File: config.mk
export PLATFORM = sky130hd
export DESIGN_NAME = ms_cell
export DESIGN_NICKNAME = d
export VERILOG_FILES = /design/src/rtl/ms_pkg.sv /design/src/rtl/ms_cell.sv
export SDC_FILE = /design/constraint.sdc
export NUM_CORES = 1
export LEC_CHECK = 0
export ABC_AREA = 1
export BUFFER_PORTS_ARGS = -buffer_cell sky130_fd_sc_hd__buf_2
export CAP_MARGIN = 10
export CORE_MARGIN = 3
export CORE_UTILIZATION = 54
export DETAILED_ROUTE_END_ITERATION = 7
export MAX_ROUTING_LAYER = met4
export PLACE_DENSITY = 0.85
export SLEW_MARGIN = 10
export SYNTH_ARGS = -nofsm -noshare
export SYNTH_HDL_FRONTEND = slang
export SYNTH_SLANG_ARGS = --single-unit
File: constraint.sdc
create_clock -name clock -period 5.5 [get_ports clock]
set_input_delay 1.1 -clock clock [delete_from_list [all_inputs] [get_ports clock]]
set_output_delay 1.1 -clock clock [all_outputs]
set_load 0.01 [all_outputs]
File: src/rtl/ms_pkg.sv
`timescale 1ns / 1ps

package ms_pkg;

   localparam int DATA_WIDTH   = 32;
   localparam int MAX_ELEMENTS = 64;
   localparam int CNT_W        = $clog2(MAX_ELEMENTS + 1);

   typedef logic signed [DATA_WIDTH-1:0] data_type;
   typedef logic [CNT_W-1:0]             count_type;

   typedef enum logic [1:0] {
      ST_LOAD,
      ST_SETTLE,
      ST_DRAIN
   } state_type;

   // per-cycle control shared by every cell of the chain
   typedef struct packed {
      logic shift;
   } cell_ctrl_type;

endpackage

File: src/rtl/ms_cell.sv
`timescale 1ns / 1ps

module ms_cell (
   input  logic                  clock,
   input  logic                  reset,
   input  ms_pkg::cell_ctrl_type ctrl,
   input  ms_pkg::data_type      ins_val,
   input  logic                  ins_vld,
   input  ms_pkg::data_type      nbr_val,
   input  logic                  nbr_vld,
   output ms_pkg::data_type      val,
   output logic                  vld,
   output ms_pkg::data_type      pass_val,
   output logic                  pass_vld
);

   ms_pkg::data_type val_ff, val_in;
   logic             vld_ff, vld_in;
   ms_pkg::data_type pass_val_ff, pass_val_in;
   logic             pass_vld_ff, pass_vld_in;

   always_comb begin
      val_in      = val_ff;
      vld_in      = vld_ff;
      pass_val_in = pass_val_ff;
      pass_vld_in = 1'b0;
      priority if (ctrl.shift) begin
         // drain: take the neighbor's value from the right
         val_in = nbr_val;
         vld_in = nbr_vld;
      end else if (ins_vld) begin
         if (!vld_ff || (ins_val < val_ff)) begin
            // keep the smaller one, hand the held value on
            val_in      = ins_val;
            vld_in      = 1'b1;
            pass_val_in = val_ff;
            pass_vld_in = vld_ff;
         end else begin
            // ties go behind the held value
            pass_val_in = ins_val;
            pass_vld_in = 1'b1;
         end
      end
   end

   always_ff @(posedge clock) begin
      if (reset) begin
         vld_ff      <= 1'b0;
         pass_vld_ff <= 1'b0;
      end else begin
         vld_ff      <= vld_in;
         pass_vld_ff <= pass_vld_in;
      end
      val_ff      <= val_in;
      pass_val_ff <= pass_val_in;
   end

   assign val      = val_ff;
   assign vld      = vld_ff;
   assign pass_val = pass_val_ff;
   assign pass_vld = pass_vld_ff;

endmodule

==> reports/summary.md <==
• finished, final reports clean — status
• 1010 ps — slew at the pin closest to its max-slew limit
• 0 — Post-CTS Repair Setup Buffers
• 90.7 um — die span in x
• 211 — drt first-iter violations
• 0.777 — Final Wtd Congestion
• 0 — count of unresolved DRC violations after routing
• sky130_fd_sc_hd__clkbuf_8 — clock tree root buffer cell
• 3450 ps — data arrival time of the worst path
• 7.26 ps — post-route clock skew
• 4570 um2 — instance area after placement
• 56.3% — starting utilization of the core area
• 37 — pin count of the biggest net entering global routing
• 21.8% — synthesis-to-finish area growth
• 290 MHz — highest achievable clock rate
• 50.7% — post-synthesis sequential area ratio
• 9 — number of clock buffers inserted by TritonCTS
• 340 ps — later-pin clock latency in the skew report
• 0 — quantity of hold-fixing buffers added after cts
• 32.7% — remaining max-slew budget at the tightest pin
• 70 ps — clock-pin slew reported for the worst setup and hold paths after clock tree synthesis
• 2.43 nW — reported leakage power
• 62.6% — post-route clock period utilization
• 0 — number of antenna violations at the first check in global routing
• 0 — max-slew violation total from the final report
• 0 — Hold Violations, Final
• 0 — count of antenna-violating nets left after detailed routing
• 2 — maximum clock insertion buffer count
• 0.137 mV — Peak supply drop
• 6.76 mm — HPWL after detailed placement
• 2520 ps — r2r setup slk
• 3 — H-tree levels
• 0 — post-CTS sizing
• 66 — number of clock sinks seen by CTS
• 6870 um2 — Floorplan Core Area
• 568 — number of fill cells in the layout
• 0 ps — aggregate negative setup slack
• 15.5 mm — global-route wire length before repair
• 0 — Setup violations, final
• no — RSZ-0062 raised after global routing
• 3440 ps — shortest clock period the worst path allows after layout
• 4710 um2 — post-route design area
• 0 — number of synthesis warnings
• 8220 um2 — Die Footprint
• 15.1 um — WL/cell
• 275 nW/um2 — power per standard cell area
• 23 — unique cell type count in the Yosys netlist
• 0 — global-route congestion overflow total
• 68.6% — Final Core Density
• 66 — number of flip-flops and latches in the synthesized netlist
• 574 ps — final-layout worst hold slack
• 24.4% — GRT Overall Usage
• 90.7 um — Die Height
• register — critical path capture point type
• 134 — count of input and output buffers
• 525 — Syn Nets
• 0 — number of antenna repair diodes
• 33.9% — fraction of final layout cells with drive strength greater than 1
• 33 — largest driver fanout on the critical path
• register to register — path type of the worst min-delay path
• primary input to register — type of the worst setup path
• built — TritonCTS clock tree
• 654 — nets@finish
• 3409 — vias after detailed routing
• 5 — TritonRoute pass-1 iters
• 425 — Synth Instances
• 5510 ps — data required time of the worst path
• 30 — total number of placement rows
• 135 — IO Count
• primary input — type of element launching the critical path
• 9.11 um2 — Avg Cell Area, Syn
• 3219 — vias in the first global route
• 9.85 mm — total routed wirelength
• 3870 um2 — cell area after technology mapping
• 0 — number of maximum-capacitance violations
• 5.22 — Vias per Instance
state kept, by name, indices dropped and copies added, names as in the netlist:
signal,flops
pass_val,32
val,32
pass_vld,1
vld,1
where the power goes:
group | leakage, nW | switching [mW] | total [mW] | internal, mW
Sequential | 0.649 | 0.0298 | 0.642 | 0.613
Clock | 0.0735 | 0.178 | 0.331 | 0.153
Combinational | 1.71 | 0.203 | 0.323 | 0.120
worst paths after layout:
kind,start,to,depth (start not counted)
max,ins_val[15],val[14]$_DFFE_PP_,15
min,val[15]$_DFFE_PP_,pass_val[15]$_DFFE_PP_,2
max reg2reg,val[15]$_DFFE_PP_,val[14]$_DFFE_PP_,15
min reg2reg,val[15]$_DFFE_PP_,pass_val[15]$_DFFE_PP_,2
cell families (layout without fill, tap and decap cells):
| kind of cell | count (synthesis) | count (layout) | share of synthesized area [%] |
|---|---|---|---|
| AO/OA/AOI/OAI | 19 | 19 | 2.55 |
| flip-flops | 66 | 66 | 50.7 |
| adder cells (fa/ha/maj) | 31 | 31 | 10.0 |
| buffers and inverters | 62 | 194 | 7.50 |
| AND/OR/NAND/NOR | 247 | 247 | 29.2 |
placed cells by master (no fill, tap or decap):
master / count
sky130_fd_sc_hd__clkbuf_8: 9
sky130_fd_sc_hd__nand2_2: 32
sky130_fd_sc_hd__buf_2: 134
sky130_fd_sc_hd__clkinvlp_4: 1
sky130_fd_sc_hd__dfxtp_1: 2
sky130_fd_sc_hd__a21oi_2: 1
sky130_fd_sc_hd__inv_2: 1
sky130_fd_sc_hd__nor3_1: 4
sky130_fd_sc_hd__nor2_4: 1
sky130_fd_sc_hd__ha_1: 31
sky130_fd_sc_hd__nand2_1: 159
sky130_fd_sc_hd__o21ai_1: 1
sky130_fd_sc_hd__nand3_4: 1
sky130_fd_sc_hd__inv_1: 41
sky130_fd_sc_hd__nand2_4: 1
sky130_fd_sc_hd__nand3_2: 1
sky130_fd_sc_hd__edfxtp_1: 64
sky130_fd_sc_hd__o21ai_0: 4
sky130_fd_sc_hd__nor2_1: 10
sky130_fd_sc_hd__nand4_1: 33
sky130_fd_sc_hd__nor2_2: 2
sky130_fd_sc_hd__clkinv_1: 3
sky130_fd_sc_hd__clkinv_2: 1
sky130_fd_sc_hd__buf_4: 4
sky130_fd_sc_hd__nand3_1: 3
sky130_fd_sc_hd__a21oi_1: 13
worst max-delay path, stage by stage:
cell and delay, ps:
sky130_fd_sc_hd__buf_2 120, sky130_fd_sc_hd__ha_1 290, sky130_fd_sc_hd__nand2_1 70, sky130_fd_sc_hd__inv_1 50
sky130_fd_sc_hd__nand3_1 90, sky130_fd_sc_hd__nor3_1 210, sky130_fd_sc_hd__nand2_1 80, sky130_fd_sc_hd__nand2_1 90
sky130_fd_sc_hd__nand2_2 70, sky130_fd_sc_hd__nand2_2 80, sky130_fd_sc_hd__nand2_4 250, sky130_fd_sc_hd__nand3_4 140
sky130_fd_sc_hd__nand2_2 50, sky130_fd_sc_hd__nand2_1 340, sky130_fd_sc_hd__buf_4 400
area by class of cell:
type                    instances  area [um2]  share of cell area (%)
flip-flops and latches         66        1960                    41.6
inverters                      42         158                    3.34
repair buffers                138         701                    14.9
multi-input cells             297        1630                    34.5
clock inverters                 5        23.8                   0.504
clock buffers                   9         124                    2.63
well taps                      96         120                    2.55
Yosys cell counts:
cell	instances	area [um2]
sky130_fd_sc_hd__nand2_1	159	597
sky130_fd_sc_hd__edfxtp_1	64	1920
sky130_fd_sc_hd__inv_1	41	154
sky130_fd_sc_hd__nand4_1	33	206
sky130_fd_sc_hd__nand2_2	32	200
sky130_fd_sc_hd__ha_1	31	388
sky130_fd_sc_hd__a21oi_1	13	65.1
sky130_fd_sc_hd__nor2_1	11	41.3
sky130_fd_sc_hd__clkbuf_1	9	33.8
sky130_fd_sc_hd__buf_2	7	35.0
sky130_fd_sc_hd__nor3_1	4	20.0
sky130_fd_sc_hd__o21ai_0	4	20.0
sky130_fd_sc_hd__buf_12	3	60.1
sky130_fd_sc_hd__nand3_1	3	15.0
sky130_fd_sc_hd__dfxtp_1	2	40.0
sky130_fd_sc_hd__nor2_2	2	12.5
sky130_fd_sc_hd__a21oi_2	1	8.76
sky130_fd_sc_hd__buf_1	1	3.75
sky130_fd_sc_hd__inv_2	1	3.75
sky130_fd_sc_hd__nand2_4	1	11.3
sky130_fd_sc_hd__nand3_2	1	10.0
sky130_fd_sc_hd__nand3_4	1	17.5
sky130_fd_sc_hd__o21ai_1	1	5.00
through the flow:
stage | power, mW | cells | worst slack, ps
3_5_place_dp | 0.971 | 639 | 1700
6_report | 1.30 | 653 | 2060
2_1_floorplan | 0.858 | 425 | 2010
3_3_place_gp | 0.957 | 639 | 1760
4_1_cts | 1.30 | 653 | 2040
5_1_grt | 1.37 | 653 | 1800
routing by layer:
metal	up-vias	routed length, um	GRT usage (%)
li1	1667	-	-
met1	1584	3890	29.3
met2	140	5120	42.0
met3	18	652	3.42
met4	0	194	8.67
met5	-	0	-
No activity file was read; power rests on OpenSTA's default activity.
